[config.mk]
export PLATFORM = sky130hd
export DESIGN_NAME = spo_ram
export DESIGN_NICKNAME = d
export VERILOG_FILES = /design/src/hw/rtl/spo_ram.sv
export SDC_FILE = /design/constraint.sdc
export NUM_CORES = 2
export LEC_CHECK = 0
export BUFFER_PORTS_ARGS = -buffer_cell sky130_fd_sc_hd__buf_4
export CAP_MARGIN = 15
export CORE_ASPECT_RATIO = 0.8
export CORE_UTILIZATION = 60
export DETAILED_ROUTE_END_ITERATION = 8
export PLACE_DENSITY = 0.76
export SLEW_MARGIN = 25
export SYNTH_ARGS = -nofsm -noshare
export SYNTH_HDL_FRONTEND = slang
export SYNTH_SLANG_ARGS = --single-unit
[constraint.sdc]
create_clock -name clk -period 5.25 [get_ports clk]
set_input_delay 0.2625 -clock clk [delete_from_list [all_inputs] [get_ports clk]]
set_output_delay 0.2625 -clock clk [all_outputs]
set_load 0.005 [all_outputs]
[src/hw/rtl/spo_ram.sv]
`timescale 1ns / 1ps
`default_nettype none
module spo_ram #(
    parameter int WIDTH = 32,
    parameter int DEPTH = 64
) (
    input  wire logic                     clk,
    input  wire logic                     we,
    input  wire logic [$clog2(DEPTH)-1:0] waddr,
    input  wire logic [WIDTH-1:0]         wdata,
    input  wire logic [$clog2(DEPTH)-1:0] raddr,
    output logic      [WIDTH-1:0]         rdata
);
    logic [WIDTH-1:0] mem [DEPTH];

    // single write port, registered read
    always_ff @(posedge clk)
    begin
        if (we)
            mem[waddr] <= wdata;
        rdata <= mem[raddr];
    end
endmodule
`default_nettype wire

== Word-level counts from Yosys, hierarchy flattened ==
Memories as Yosys holds them, arrays and structs flattened. A register that Yosys moved wholly into a read port is not among the register bits.
Cells that the tools add are included.
Operators by class
  mux-type cells: 2
Operator list (number)
  $mux 1: 2
Storage, ports and cells
  memories kept: 1
  register bits: 0
  RAM bits: 2048
  logic and storage cells: 3
  output and inout port bits: 32
Memories
  mem: depth 64, bits a word 32, rd ports 1, clocked after memory_dff 1, write ports 1, RTL line 14  | logic [WIDTH-1:0] mem [DEPTH];

== Longest topological paths before layout ==
  depth after elaboration: 2
  gate-level depth with buffers: 10

== Least setup slack after synthesis ==
Ideal clock, no wire load.
  kind: input to register
  start point: input waddr[3]
  end point: memory mem[48][0] (enable)
  arrival: 2.961 ns
  cell stages on the path: 4
  path slack: 1.828 ns
  path through: clkbuf_1 > nor2b_1 > nand4b_1 > nor3_1
RTL lines
  start, declared: RTL line 9  | input wire logic [$clog2(DEPTH)-1:0] waddr,
  end, declared: RTL line 14
Straight into the memory's write port.

==> impl_metrics.yaml <==
outcome:
  status: "completed"
worst_setup_path:
  path_max_fanout: 61
  required_ns: 5.93
  critPathLaunchType: "input port"
  cpMostUsedCell: "mux4_2"
  path_delay_family: "buffers and inverters"
  critPathBufInv: 3
  endpoint_kind: "flop"
  slowest_stage: "buf_8"
  max_stage_delay_ns: 0.64
  path_cells: "buf_8, buf_12, buf_4, mux4_2, mux4_2, o22ai_1, nor2_1"
  critPathArrivalTime_ns: 3.38
  path_class: "in2reg"
die:
  core_mm2: 0.130
  fp.dieW_um: 406
  io_pins: 78
  fp-row-count: 118
  die_h_um: 326
  dieArea_mm2: 0.132
  initial_core_util_pct: 60.6
global_routing:
  grt.overflow.total: 0
  first_global_vias: 38100
  grt_pass1_wl_mm: 281
  track_usage_pct: 30.9
  antenna_found_initial: 21
  grt_start_max_net_pins: 126
logic_synthesis:
  ys_seq_area_share_pct: 79.1
  ys_types: 34
  syn_area_mm2: 0.0785
  yosysWarningCount: 0
  synth_top_area_share_pct: 78.3
  synth-seq-cells: 2080
  syn_nets: 3370
  synth_cells: 3324
  synth_ff_type: "edfxtp_1"
  synth_edf_count: 2048
  synth_top_area_cell: "edfxtp_1"
  ys_top_cells_by_count: "2048 x edfxtp_1, 544 x mux4_2, 137 x nor2_1"
  syn_area_per_cell_um2: 23.6
  synth_area_leaders: "edfxtp_1 78%, mux4_2 16%, mux2i_1 1.2%"
  yosysMostFrequentCell: "edfxtp_1"
  synthArstFlopShare_pct: 0
clocking:
  h-tree-depth: 4
  hold_buffers: 28
  root_buffer: "clkbuf_16"
  cts.sinks: 2080
  cts-resized-gates: 0
  clock_path_buffers: 3
  clk_latency_ns: 0.83
  cts_tree: "done"
  clkTransAtPathRegs_ns: 0.06
  postCtsSetupBuffers: 0
  cts_buffers: 181
drt:
  drt-initial-drc-count: 6066
  drc: 0
  wl_per_cell_um: 36.8
  antenna_left: 0
  via_per_inst: 7.00
  drt_first_pass_iters: 5
  vias: 38100
  wirelength_mm: 200
pwr:
  vdd_drop_max_mv: 0.344
  p_per_area_mw_per_mm2: 376
  cellLeakagePower_nw: 27.3
  p_total_mw: 33.1
min_path:
  hp-class: "in2reg"
placed_design:
  gp_congestion: 0.811
  portBuffers: 77
  hpwl_mm: 110
sta:
  rsz0062_at_grt: "false"
  drv_slew: 0
  tns_ns: 0
  post-route-period-util_pct: 51.3
  fmax_ghz: 0.371
  final_hold_viol_count: 0
  slew_headroom_pct: 25.8
  worst_slew_pin_slew_ns: 1.11
  setup_viol: 0
  fin_crit_ns: 2.69
  fin_skew_ns: 0.0278
layout:
  area_delta_synth_final_pct: 12.0
  nFillCells: 7662
  layout-drive-gt1-share_pct: 28.6
  final_core_util_pct: 67.8
  nets: 3594
run:
  maxCapViolations: 0
worst register-to-register path: cells and delay by family (launching register included):
kind            cells  cell delay [ns]
mux                 2             1.04
compound gates      1             0.58
flops               1             0.40
simple gates        1             0.12
final timing paths:
| check | startpoint | end | slack (ns) | cells past startpoint |
|---|---|---|---|---|
| max | raddr[0] | rdata[23] | 2.56 | 7 |
| max reg2reg | mem[62][23] | rdata[23] | 2.97 | 4 |
| min reg2reg | mem[12][17] | rdata[17] | 0.86 | 4 |
| min | wdata[4] | mem[37][4] | 0.02 | 1 |
final cells by class:
| type | instances | area, um^2 | share of cell area [%] |
|---|---|---|---|
| Sequential cell | 2080 | 62100 | 70.7 |
| Multi-Input combinational cell | 1062 | 16000 | 18.2 |
| Clock buffer | 250 | 5060 | 5.75 |
| Tap cell | 1740 | 2180 | 2.48 |
| Timing Repair Buffer | 223 | 1960 | 2.23 |
| Clock inverter | 80 | 613 | 0.697 |
| Antenna cell | 7 | 17.5 | 0.0199 |
stage by stage:
step	hold WS [ns]	area, um^2	cells	worst slack (ns)
global placement	0.660	81900	5075	1.77
CTS	0.00535	87900	5433	2.57
detailed placement	0.656	81900	5075	1.73
floorplan	0.361	78500	3324	1.83
finish	0.0195	87900	5442	2.56
global route	0.0439	87900	5437	2.42
sequential cells by signal, summed over array words and instances (netlist names):
register and cells:
mem 2048, rdata 32
layer usage:
layer,vias to the layer above,track usage [%],wire (um)
met5,-,0,141
met4,22,11.3,7250
met3,454,9.51,28500
met2,3001,45.8,92400
met1,19900,44.3,72000
li1,14700,-,-
power by group:
group / internal, mW / switching [mW] / leakage [nW]
clock: 7.15 / 5.79 / 2.77
combinational: 0.644 / 1.02 / 5.84
sequential: 18.4 / 0.104 / 18.7
layout by cell type, fill, tap and decap left out, types with 5 or more instances in the layout:
| cell type | instances |
|---|---|
| a21oi_1 | 62 |
| a22oi_1 | 12 |
| a311oi_1 | 8 |
| buf_12 | 12 |
| buf_4 | 178 |
| bufinv_16 | 9 |
| clkbuf_1 | 50 |
| clkbuf_16 | 188 |
| clkbuf_8 | 12 |
| clkinv_1 | 35 |
| clkinv_2 | 28 |
| clkinvlp_4 | 5 |
| dfxtp_1 | 32 |
| diode_2 | 7 |
| dlygate4sd3_1 | 28 |
| edfxtp_1 | 2048 |
| mux2i_1 | 93 |
| mux4_2 | 544 |
| nand2_1 | 25 |
| nand2b_1 | 7 |
| nand3_1 | 5 |
| nand3b_1 | 5 |
| nor2_1 | 75 |
| nor2_4 | 62 |
| nor2b_1 | 15 |
| nor3_1 | 5 |
| o221ai_1 | 27 |
| o22ai_1 | 84 |
cell families (layout without fill, tap and decap cells):
kind of cell           after synthesis  in the layout  share of synthesized area (%)
buffers and inverters              182            553                           1.13
AND/OR/NAND/NOR                    223            223                           1.27
flip-flops                        2080           2080                           79.1
multiplexers                       637            637                           16.8
AO/OA/AOI/OAI                      202            202                           1.67
other                                0              7                              0
(Power assumes the default switching activity.)
