### config.mk
export PLATFORM = sky130hd
export DESIGN_NAME = spo_cell
export DESIGN_NICKNAME = d
export VERILOG_FILES = /design/src/hw/rtl/spo_pkg.sv /design/src/hw/rtl/spo_cell.sv
export SDC_FILE = /design/constraint.sdc
export NUM_CORES = 1
export LEC_CHECK = 0
export BUFFER_PORTS_ARGS = -buffer_cell sky130_fd_sc_hd__buf_4
export CAP_MARGIN = 20
export CORE_ASPECT_RATIO = 0.6
export CORE_MARGIN = 10
export CORE_UTILIZATION = 40
export CTS_BUF_LIST = sky130_fd_sc_hd__clkbuf_8
export DETAILED_ROUTE_END_ITERATION = 6
export PLACE_DENSITY = 0.63
export SKIP_CTS_REPAIR_TIMING = 1
export SLEW_MARGIN = 20
export SYNTH_ARGS = -nofsm -noshare
export SYNTH_HDL_FRONTEND = slang
export SYNTH_SLANG_ARGS = --single-unit
### constraint.sdc
create_clock -name clk -period 7.4 [get_ports clk]
set_clock_uncertainty 0.05 [all_clocks]
set_input_delay 1.48 -clock clk [delete_from_list [all_inputs] [get_ports clk]]
set_output_delay 1.48 -clock clk [all_outputs]
set_load 0.005 [all_outputs]
### src/hw/rtl/spo_pkg.sv
`timescale 1ns / 1ps
`default_nettype none
package spo_pkg;

    localparam int MaxProj   = 8;
    localparam int MaxHits   = 64;
    localparam int IndexBits = 20;
    localparam int FracBits  = 24;
    localparam int ProjBits  = $clog2(MaxProj);
    localparam int HitBits   = $clog2(MaxHits);

    localparam logic [1:0] ActProj   = 2'd0;
    localparam logic [1:0] ActMatrix = 2'd1;
    localparam logic [1:0] ActSample = 2'd2;

    localparam logic CfgProj = 1'b0;
    localparam logic CfgHits = 1'b1;

    localparam logic signed [63:0] CoefMax = 64'sh0000_7FFF_FFFF_FFFF;
    localparam logic signed [63:0] CoefMin = -64'sh0000_7FFF_FFFF_FFFF - 64'sd1;

    // one multiply-accumulate request travelling along the cell chain
    typedef struct packed {
        logic                   vld;
        logic                   clr;
        logic                   wide;
        logic                   done;
        logic [ProjBits-1:0]    lane;
        logic signed [47:0]     a;
        logic signed [31:0]     b;
    } mac_op_t;

    function automatic logic signed [63:0] clamp48(input logic signed [63:0] v);
        if (v > CoefMax)
            return CoefMax;
        else if (v < CoefMin)
            return CoefMin;
        else
            return v;
    endfunction

endpackage
`default_nettype wire

### src/hw/rtl/spo_cell.sv
`timescale 1ns / 1ps
`default_nettype none
// one accumulator cell: owns one coefficient, passes the request on
module spo_cell (
    input  wire logic                       clk,
    input  wire logic                       rst_n,
    input  wire logic [spo_pkg::ProjBits-1:0] id,
    input  wire spo_pkg::mac_op_t            op_in,
    input  wire logic signed [79:0]         prod_in,
    output spo_pkg::mac_op_t                 op_out,
    output logic signed [79:0]              prod_out,
    output logic signed [63:0]              acc
);
    logic signed [63:0] acc_reg, acc_next;
    spo_pkg::mac_op_t   op_reg;
    logic signed [79:0] prod_reg;

    // accumulate when the request addresses this cell
    always_comb
    begin
        acc_next = acc_reg;
        if (op_in.vld && op_in.lane == id)
        begin
            if (op_in.clr)
                acc_next = prod_in[63:0];
            else
                acc_next = acc_reg + prod_in[63:0];
            if (op_in.done)
                acc_next = spo_pkg::clamp48(acc_next);
        end
    end

    always_ff @(posedge clk or negedge rst_n)
    begin
        if (!rst_n)
        begin
            acc_reg <= '0;
            op_reg  <= '0;
        end
        else
        begin
            acc_reg <= acc_next;
            op_reg  <= op_in;
        end
    end

    always_ff @(posedge clk)
    begin
        prod_reg <= prod_in;
    end

    assign op_out   = op_reg;
    assign prod_out = prod_reg;
    assign acc      = acc_reg;
endmodule
`default_nettype wire

[Word level (Yosys, flattened, before mapping)]
Cells that the tools add are included.
Word-level totals
  register bits after elaboration: 231
  output and inout bits: 231
  word-level logic and storage cells: 19
Operators by class
  add/sub/neg operators: 1
  magnitude comparators: 2
  equality and inequality tests: 1
  multiplexer cells: 5
  reduce and logical (&&, ||, !) cells: 1
Operators with widths (number)
  64-bit 2-to-1 mux: 5
  64-bit adder: 1
  64-bit by 48-bit > comparator with 1-bit output, second input constant: 1
  64-bit by 48-bit less-than comparator with 1-bit output, second input constant: 1
  3-bit equality test: 1
  1-bit logical AND: 1

[Longest topological paths before layout]
Gate-level depths: netlist of run 1.
  depth in word-level cells: 7
  gate-level depth with buffers: 20
  mapped depth without buffers: 20

[Least setup slack after synthesis of run 1]
OpenSTA, ideal clock, no wires.
  path kind: input to register
  from: in prod_in[0]
  to: reg acc_reg[37] (netlist: acc[37])
  data arrival time: 5.447 ns
  data required time: 7.273 ns
  path slack: 1.826 ns
  stages on the path: 20
  path buffers: 2
  cell sequence: ha_1 inv_1 fa_1 nand2b_1 a21oi_1 o211ai_1 a21oi_1 nor2_1 or4_1 mux2i_1 a311oi_1 nand2_1 nor3_1 nand4_1 ha_1 a21oi_1 clkbuf_1 clkbuf_1 a22oi_1 o21ai_2
Between the ends
  word-level cells in the longest chain between the ends: 7
Ends and longest elaborated chain
  from (decl): RTL line spo_cell.sv:9  | input wire logic signed [79:0] prod_in,
  64-bit adder: RTL line spo_cell.sv:27  | acc_next = acc_reg + prod_in[63:0];
  64-bit 2-to-1 mux *: RTL line spo_cell.sv:24  | if (op_in.clr)
  64-bit 2-to-1 mux *: RTL line spo_cell.sv:22  | if (op_in.vld && op_in.lane == id)
  64-bit by 48-bit less-than comparator with 1-bit output: RTL line spo_pkg.sv:36  | else if (v < CoefMin)
  64-bit 2-to-1 mux: RTL line spo_pkg.sv:36
  64-bit 2-to-1 mux: RTL line spo_pkg.sv:34  | if (v > CoefMax)
  64-bit 2-to-1 mux *: RTL line spo_cell.sv:28  | if (op_in.done)
  to (signal assigned): RTL line spo_cell.sv:42  | acc_reg <= acc_next;
  to (decl): RTL line spo_cell.sv:14  | logic signed [63:0] acc_reg, acc_next;
Mark *: on every way between the ends. The rest lies on a longest branch, timed or not. The select of a mux whose other input is x is not followed.
A chain may end at the register's enable or synchronous reset.

[Worst setup path in the final report of run 1]
  from: in prod_in[19]
  to: reg acc_reg[36] (netlist: acc[36])
The elaborated chain is that of the path after synthesis.

==> metrics.yaml, run 1 <==
dieWidth_um: 241
multiInputGateArea_mm2: 0.00589
layout.core_utilization: 0.544
status: "complete, no violations"
startpoint: "prod_in[19]"
cp_data_arrival_time_ns: 6.63
detail-route-antenna-nets: 0
min_path_type: "flip-flop to flip-flop"
critPathLaunchType: "input port"
clock_insertion_delay_worst_skew_ns: 0.57
cts_tree: "done"
via_count_of_the_first_global_routing_pass: 11000
synth_top_area_frac: 0.322
max_freq_mhz: 162
layout_common_cells: "sky130_fd_sc_hd__buf_4 (417), sky130_fd_sc_hd__dfrtp_1 (151), sky130_fd_sc_hd__a21oi_1 (131)"
synth_area_per_cell_um2: 9.51
effective_utilization_at_floorplan: 0.407
endpoint: "acc[36]"
yosys.area.top_type: "sky130_fd_sc_hd__dfrtp_1"
reg2reg_from: "acc[19]"
relative_slew_slack: 0.360
cts_root_buffer_type: "sky130_fd_sc_hd__clkbuf_8"
drtPass1Iterations: 6
rrSetupSlack_ns: 1.84
final-seq-area_mm2: 0.00538
timing.hold.worst_path_depth: 2
die-area_mm2: 0.0368
boundaryPins: 403
fraction_of_final_layout_cells_with_drive_strength_greater_than_1: 0.318
tns_ns: 0
setup.worst_path.end_class: "flip-flop"
synth.lib_cells_used.distinct: 77
finalCriticalPeriod_ns: 6.19
power.leakage_uw: 0.00722
postSynthNetCount: 1470
routed_wl_um: 48200
synthesis.area_mm2: 0.0117
layout_worst_path_cycle_share: 0.836
synth-warning-count: 0
synthFlopType: "sky130_fd_sc_hd__dfrtp_1"
final_cell_area_mm2: 0.0157
hpwl_um: 38600
detailedRoute.firstIterationViolations: 1373
globalRouteOverflowTotal: 0
r2r.worst_path.cells: 18
finalNetCount: 1843
post-place-cells: 1942
synth.area.top_cells: "sky130_fd_sc_hd__dfrtp_1 (32%), sky130_fd_sc_hd__dfxtp_1 (14%), sky130_fd_sc_hd__ha_1 (6.8%)"
vdd_drop_max_uv: 215
timing_max_transition_violations_final: 0
critical_path.max_fanout: 31
ys_async_sr_fraction: 0.654
required_ns: 7.84
wire_length_of_the_first_global_routing_pass_um: 71000
power_density_of_the_placed_cells_mw_per_mm2: 389
n_fill_cell: 2680
number_of_enable_flip_flop_cells_after_synthesis: 0
detailroute.via_count: 11400
num_rows: 48
synth_sequential_area_ratio: 0.459
fin_cells: 2009
vias_per_cell: 5.66
synthToLayoutAreaGrowth_pct: 33.9
timing.rr.end: "acc[36]"
global_route.usage.total: 0.252
timing_worst_slew_pin_value_ns: 0.958
grt_start_max_net_pins: 93
post_synth_inst_count: 1233
core-area_mm2: 0.0288
antenna_found_initial: 1
tritoncts.num_buffers: 37
yosys_register_bits: 231
grt_setup_unrepaired: "no"
drc: 0
die_h_um: 153
gp_congestion: 1.01
finalHoldViolCount: 0
clock_tree.buffer_depth: 3
wl_per_cell_um: 24.0
setup_viol_count_final: 0
final_common_cell: "sky130_fd_sc_hd__buf_4"
max_cap_viol_count: 0
clk_pin_slew_ns: 0.06
numPortBuffers: 402
cts-htree-levels: 2
n_antenna_cell: 0
post_dp_cell_area_mm2: 0.0149
cts_sinks: 231
criticalPathCategory: "input port to flip-flop"
flip_flop_count_of_the_largest_register_all_copies_and_words_added: 87
## cell families after synthesis
kind of cell,Yosys count,share of synthesized area
compound gates,448,0.247
simple gates,328,0.135
flops,231,0.459
buf+inv,98,0.0402
fa+ha+maj,65,0.0700
xor+xnor,54,0.0404
mux,9,0.00801
## through the flow
| stage | hold slack, ns | power (µW) | worst slack [ns] |
|---|---|---|---|
| 2_1_floorplan | 0.458 | 3630 | 1.83 |
| 3_3_place_gp | 0.488 | 4870 | 1.02 |
| 3_5_place_dp | 0.491 | 4870 | 0.927 |
| 4_1_cts | 0.504 | 6030 | 1.51 |
| 5_1_grt | 0.537 | 6490 | 0.947 |
| 6_report | 0.505 | 6100 | 1.21 |
## critical path, stage by stage
cell and delay (ns):
sky130_fd_sc_hd__buf_4 0.12, sky130_fd_sc_hd__ha_1 0.42, sky130_fd_sc_hd__a21oi_1 0.37, sky130_fd_sc_hd__o21ai_0 0.24, sky130_fd_sc_hd__a221oi_2 0.48, sky130_fd_sc_hd__a21boi_0 0.21
sky130_fd_sc_hd__nor2b_1 0.49, sky130_fd_sc_hd__o221ai_1 0.26, sky130_fd_sc_hd__xnor2_1 0.17, sky130_fd_sc_hd__o21ai_0 0.41, sky130_fd_sc_hd__nand3_1 0.12, sky130_fd_sc_hd__nor3_1 0.20
sky130_fd_sc_hd__nand4_1 0.17, sky130_fd_sc_hd__ha_1 0.38, sky130_fd_sc_hd__a21oi_4 0.13, sky130_fd_sc_hd__buf_4 0.39, sky130_fd_sc_hd__buf_4 0.33, sky130_fd_sc_hd__a22oi_1 0.13
sky130_fd_sc_hd__o21ai_2 0.09
## worst min path at each step
stage,from,to
3_5_place_dp,acc[38],acc[38]
3_3_place_gp,acc[18],acc[18]
2_1_floorplan,acc[0],acc[0]
5_1_grt,acc[38],acc[38]
4_1_cts,acc[40],acc[40]
6_report,acc[40],acc[40]
## cells in the mapped netlist, types with 4 or more instances
| master | n |
|---|---|
| sky130_fd_sc_hd__dfrtp_1 | 151 |
| sky130_fd_sc_hd__a21oi_1 | 132 |
| sky130_fd_sc_hd__nand2_1 | 129 |
| sky130_fd_sc_hd__o21ai_0 | 104 |
| sky130_fd_sc_hd__dfxtp_1 | 80 |
| sky130_fd_sc_hd__nor2_1 | 67 |
| sky130_fd_sc_hd__ha_1 | 64 |
| sky130_fd_sc_hd__a22oi_1 | 37 |
| sky130_fd_sc_hd__nand4_1 | 36 |
| sky130_fd_sc_hd__buf_2 | 35 |
| sky130_fd_sc_hd__clkbuf_1 | 33 |
| sky130_fd_sc_hd__xnor2_1 | 33 |
| sky130_fd_sc_hd__o21ai_2 | 28 |
| sky130_fd_sc_hd__a21o_1 | 27 |
| sky130_fd_sc_hd__xor2_1 | 21 |
| sky130_fd_sc_hd__nor3_1 | 20 |
| sky130_fd_sc_hd__o22ai_1 | 15 |
| sky130_fd_sc_hd__inv_1 | 14 |
| sky130_fd_sc_hd__nand3_1 | 14 |
| sky130_fd_sc_hd__nor2b_1 | 11 |
| sky130_fd_sc_hd__o21bai_1 | 11 |
| sky130_fd_sc_hd__a211oi_1 | 10 |
| sky130_fd_sc_hd__a32o_1 | 9 |
| sky130_fd_sc_hd__and3_1 | 8 |
| sky130_fd_sc_hd__o211ai_1 | 8 |
| sky130_fd_sc_hd__o21a_1 | 8 |
| sky130_fd_sc_hd__o21ai_1 | 8 |
| sky130_fd_sc_hd__and4_1 | 7 |
| sky130_fd_sc_hd__buf_1 | 7 |
| sky130_fd_sc_hd__a31oi_1 | 6 |
| sky130_fd_sc_hd__and2_1 | 6 |
| sky130_fd_sc_hd__mux2i_1 | 6 |
| sky130_fd_sc_hd__nand2b_1 | 6 |
| sky130_fd_sc_hd__o221ai_1 | 6 |
| sky130_fd_sc_hd__o31ai_1 | 6 |
| sky130_fd_sc_hd__nor4_1 | 5 |
| sky130_fd_sc_hd__clkbuf_2 | 4 |
## per-layer routing
layer,GRT usage,wire [µm],share of wire,up-vias
met5,0,13,0.00027,-
met4,0.0432,612,0.013,2
met3,0.110,6300,0.13,55
met2,0.355,20200,0.42,626
met1,0.352,21000,0.44,5404
li1,-,-,-,5293
## power breakdown
group / switching, µW / leakage [µW] / internal [µW]
sequential: 222 / 0.00246 / 1480
combinational: 1950 / 0.00432 / 1320
clock: 544 / 0.000440 / 595
total: 2720 / 0.00722 / 3390
## final cells by class
| class | instances | area share |
|---|---|---|
| multi-input cells | 904 | 0.375 |
| flip-flops and latches | 231 | 0.343 |
| repair buffers | 418 | 0.200 |
| clock buffers | 45 | 0.0395 |
| well taps | 375 | 0.0299 |
| clock inverters | 22 | 0.00909 |
| inverters | 14 | 0.00335 |
Power figures use the tool's default switching activity.
==> run 2, diff against run 1 <==
--- a/config.mk
+++ b/config.mk
@@ -5,6 +5,7 @@
 export SDC_FILE = /design/constraint.sdc
 export NUM_CORES = 1
 export LEC_CHECK = 0
+export ABC_AREA = 1
 export BUFFER_PORTS_ARGS = -buffer_cell sky130_fd_sc_hd__buf_4
 export CAP_MARGIN = 20
 export CORE_ASPECT_RATIO = 0.6
@@ -12,7 +13,7 @@
 export CORE_UTILIZATION = 40
 export CTS_BUF_LIST = sky130_fd_sc_hd__clkbuf_8
 export DETAILED_ROUTE_END_ITERATION = 6
-export PLACE_DENSITY = 0.63
+export PLACE_DENSITY = 0.64
 export SKIP_CTS_REPAIR_TIMING = 1
 export SLEW_MARGIN = 20
 export SYNTH_ARGS = -nofsm -noshare
==> constraint.sdc (replaced) <==
create_clock -name clk -period 5.2 [get_ports clk]
set_clock_uncertainty 0.05 [all_clocks]
set_input_delay 1.04 -clock clk [delete_from_list [all_inputs] [get_ports clk]]
set_output_delay 1.04 -clock clk [all_outputs]
set_load 0.005 [all_outputs]
==> run 2 against run 1 <==
Utilization fell by 0.22 points. Non-clock buffer count fell by 1. Sequential share of layout area fell by 4.1 points. Synthesized cell count rose by 56%. Critical endpoint is now acc[27].
==> metrics.yaml, run 2 <==
status: "complete, no violations"
synthFlopType: "sky130_fd_sc_hd__dfrtp_1"
tritoncts.num_buffers: 37  # unchanged
timing.critical_path.slowest_stage_cell: "sky130_fd_sc_hd__fa_1"
relative_slew_slack: 0.412  # +0.0518
cts_tree: "done"
synthToLayoutAreaGrowth_pct: 32.0
routed_wl_um: 52400  # +8.7%
layout_worst_path_cycle_share: 0.842
drtPass1Iterations: 5  # -1
post_dp_cell_area_mm2: 0.0170  # +14%
fin_cells: 2820  # +40%
total_power_uw: 8740  # +43%
slowest_delay_ns: 0.41  # -0.08 ns
cts_root_buffer_type: "sky130_fd_sc_hd__clkbuf_8"
detailroute.via_count: 13700  # +21%
synth_top_cells_by_count: "sky130_fd_sc_hd__nand2_1 (646), sky130_fd_sc_hd__inv_1 (327), sky130_fd_sc_hd__nor2_1 (168), sky130_fd_sc_hd__dfrtp_1 (151), sky130_fd_sc_hd__a21oi_1 (100)"
detailedRoute.firstIterationViolations: 1407  # +2.5%
synth_area_per_cell_um2: 7.02  # -26%
max_freq_mhz: 228
post-place-cells: 2752  # +42%
criticalPathCategory: "input port to flip-flop"
synth_compound_gate_area_share: 0.107  # -0.140
vias_per_cell: 4.87  # -14%
cts-htree-levels: 2  # unchanged
reg2reg_from: "acc[0]"
timing.rr.end: "acc[27]"
detailedPlace.worstSlack_ns: 0.316  # -0.611 ns
hpwl_um: 42900  # +11%
global_route.usage.total: 0.244  # -0.00865
n_antenna_cell: 0  # unchanged
postSynthNetCount: 2160  # +47%
wire_length_of_the_first_global_routing_pass_um: 79500  # +12%
num_rows: 51  # +6.3%
synthesis.area_mm2: 0.0135  # +15%
flip_flop_count_of_the_largest_register_all_copies_and_words_added: 87  # unchanged
finalCriticalPeriod_ns: 4.38
n_fill_cell: 3254  # +21%
core-area_mm2: 0.0329  # +14%
critical_path.max_fanout: 63  # +100%
synth_sequential_area_ratio: 0.399  # -0.0603
final_cell_area_mm2: 0.0178  # +14%
number_of_enable_flip_flop_cells_after_synthesis: 0  # unchanged
wl_per_cell_um: 18.6  # -23%
dieWidth_um: 257  # +6.7%
synth_top_area_frac: 0.280  # -0.0424
max_cap_viol_count: 0  # unchanged
yosys.area.top_type: "sky130_fd_sc_hd__dfrtp_1"
synthAdderAreaFrac: 0.0608  # -0.00921
synth.area.top_cells: "sky130_fd_sc_hd__dfrtp_1 (28%), sky130_fd_sc_hd__nand2_1 (18%), sky130_fd_sc_hd__dfxtp_1 (12%)"
grt_setup_unrepaired: "no"
setup.worst_path.end_class: "flip-flop"
drc: 0  # unchanged
finalNetCount: 2578  # +40%
critical_path.most_common_cell: "sky130_fd_sc_hd__nand2_1"
endpoint: "acc[27]"
main_combinational_cell_family_by_area_after_synthesis: "simple AND/OR/NAND/NOR gates"
critical_path_depth: 24  # +5
clock_tree.buffer_depth: 3  # unchanged
cp_data_arrival_time_ns: 4.81  # -1.82 ns
min_path_type: "input port to async pin"
power_density_of_the_placed_cells_mw_per_mm2: 490  # +26%
setup_viol_count_final: 0  # unchanged
via_count_of_the_first_global_routing_pass: 13500  # +23%
final-seq-area_mm2: 0.00538  # unchanged
critPathLaunchType: "input port"
tns_ns: 0  # unchanged
startpoint: "prod_in[0]"
layout_common_cells: "sky130_fd_sc_hd__nand2_1 (645), sky130_fd_sc_hd__buf_4 (414), sky130_fd_sc_hd__inv_1 (340)"
multiInputGateArea_mm2: 0.00664  # +13%
grt_start_max_net_pins: 79  # -15%
clock_insertion_delay_worst_skew_ns: 0.58  # about the same
final_critical_path_setup_slack_ns: 0.821  # -0.391 ns
antenna_found_initial: 0  # -1
clk_pin_slew_ns: 0.06  # about the same
gp_congestion: 0.992  # -1.6%
die_h_um: 162  # +6.3%
ys_async_sr_fraction: 0.654  # unchanged
boundaryPins: 403  # unchanged
post_synth_mux_area_share: 0.000742  # -0.00726
detail-route-antenna-nets: 0  # unchanged
power.leakage_uw: 0.00985  # +36%
yosys.area_share.xor_xnor: 0.0117  # -0.0287
post_synth_inst_count: 1923  # +56%
synth.lib_cells_used.distinct: 44  # -43%
rrSetupSlack_ns: 1.04  # -0.80 ns
yosys_register_bits: 231  # unchanged
timing_max_transition_violations_final: 0  # unchanged
fraction_of_final_layout_cells_with_drive_strength_greater_than_1: 0.257  # -0.0613
globalRouteOverflowTotal: 0  # unchanged
numPortBuffers: 402  # unchanged
synth.most_common_cell: "sky130_fd_sc_hd__nand2_1"
finalHoldViolCount: 0  # unchanged
worstPathCellList: "buf_4 -> ha_1 -> inv_1 -> fa_1 -> inv_1 -> nand3_1 -> nand2_1 -> nand2_1 -> nand2_1 -> nand3_1 -> nand3b_2 -> nand2_1 -> nand3_1 -> nand3_1 -> nand2_1 -> nand4_1 -> nor2_1 -> nand4_1 -> ha_1 -> nand2_2 -> buf_12 -> o21a_1 -> a21oi_1 -> a21oi_2"
effective_utilization_at_floorplan: 0.411  # +0.00406
synth-warning-count: 0  # unchanged
die-area_mm2: 0.0417  # +13%
cts_sinks: 231  # unchanged
post_synth_and_or_nand_nor_area_fraction: 0.312  # +0.176
worst_path_dominant_cell_family: "simple AND/OR/NAND/NOR gates"
r2r.worst_path.cells: 23  # +5
timing_worst_slew_pin_value_ns: 0.882  # -0.0756 ns
critical_path.n_buffers_inverters: 4  # +1
final_common_cell: "sky130_fd_sc_hd__nand2_1"
vdd_drop_max_uv: 240  # +12%
required_ns: 5.63  # -2.21 ns
-- run 2: worst min path at each step --
stage | end | startpoint | cells after the start | slack, ns
3_5_place_dp | acc[54] | acc[54] | 2 | 0.46
4_1_cts | acc[38] | rst_n | 1 | 0.47
3_3_place_gp | acc[53] | acc[53] | 2 | 0.45
2_1_floorplan | acc[47] | acc[47] | 2 | 0.45
6_report | acc[38] | rst_n | 1 | 0.44
5_1_grt | acc[38] | rst_n | 1 | 0.48
-- run 2: per-layer routing --
| metal | part of all wire | track usage | vias up |
|---|---|---|---|
| li1 | - | - | 6762 |
| met2 | 0.42 | 0.359 | 570 |
| met4 | 0.018 | 0.0530 | 0 |
| met5 | 0 | 0 | - |
| met1 | 0.45 | 0.342 | 6337 |
| met3 | 0.11 | 0.0754 | 70 |
-- run 2: final cells by class --
type / count / area share
Sequential cell: 231 / 0.302
Timing Repair Buffer: 417 / 0.177
Clock buffer: 46 / 0.0355
Clock inverter: 22 / 0.00864
Tap cell: 450 / 0.0316
Inverter: 342 / 0.0721
Multi-Input combinational cell: 1312 / 0.373
-- run 2: cells by family after synthesis --
| kind of cell | count (synthesis) |
|---|---|
| and+or+nand+nor | 999 |
| AOI/OAI and AO/OA | 229 |
| muxes | 1 |
| DFF | 231 |
| buffers and inverters | 380 |
| xor gates and xnor gates | 18 |
| adders and majority gates | 65 |
-- run 2: worst reg2reg max path: cells and delay by family, from the launching register on --
kind / cells / cell delay [ns]
AO/OA/AOI/OAI: 3 / 0.48
adder cells (fa/ha/maj): 3 / 0.96
buffers and inverters: 3 / 0.49
flip-flops: 1 / 0.37
AND/OR/NAND/NOR: 14 / 1.74
-- run 2: where the power goes --
group	switching, µW	internal (µW)
clock network	748	904
registers	254	2070
logic	3040	1720
total	4040	4690
-- run 2: through the flow --
stage,util,hold slack (ns)
2_1_floorplan,-,0.447
3_3_place_gp,0.518,0.453
3_5_place_dp,0.518,0.462
4_1_cts,0.542,0.468
5_1_grt,0.542,0.480
6_report,0.542,0.442
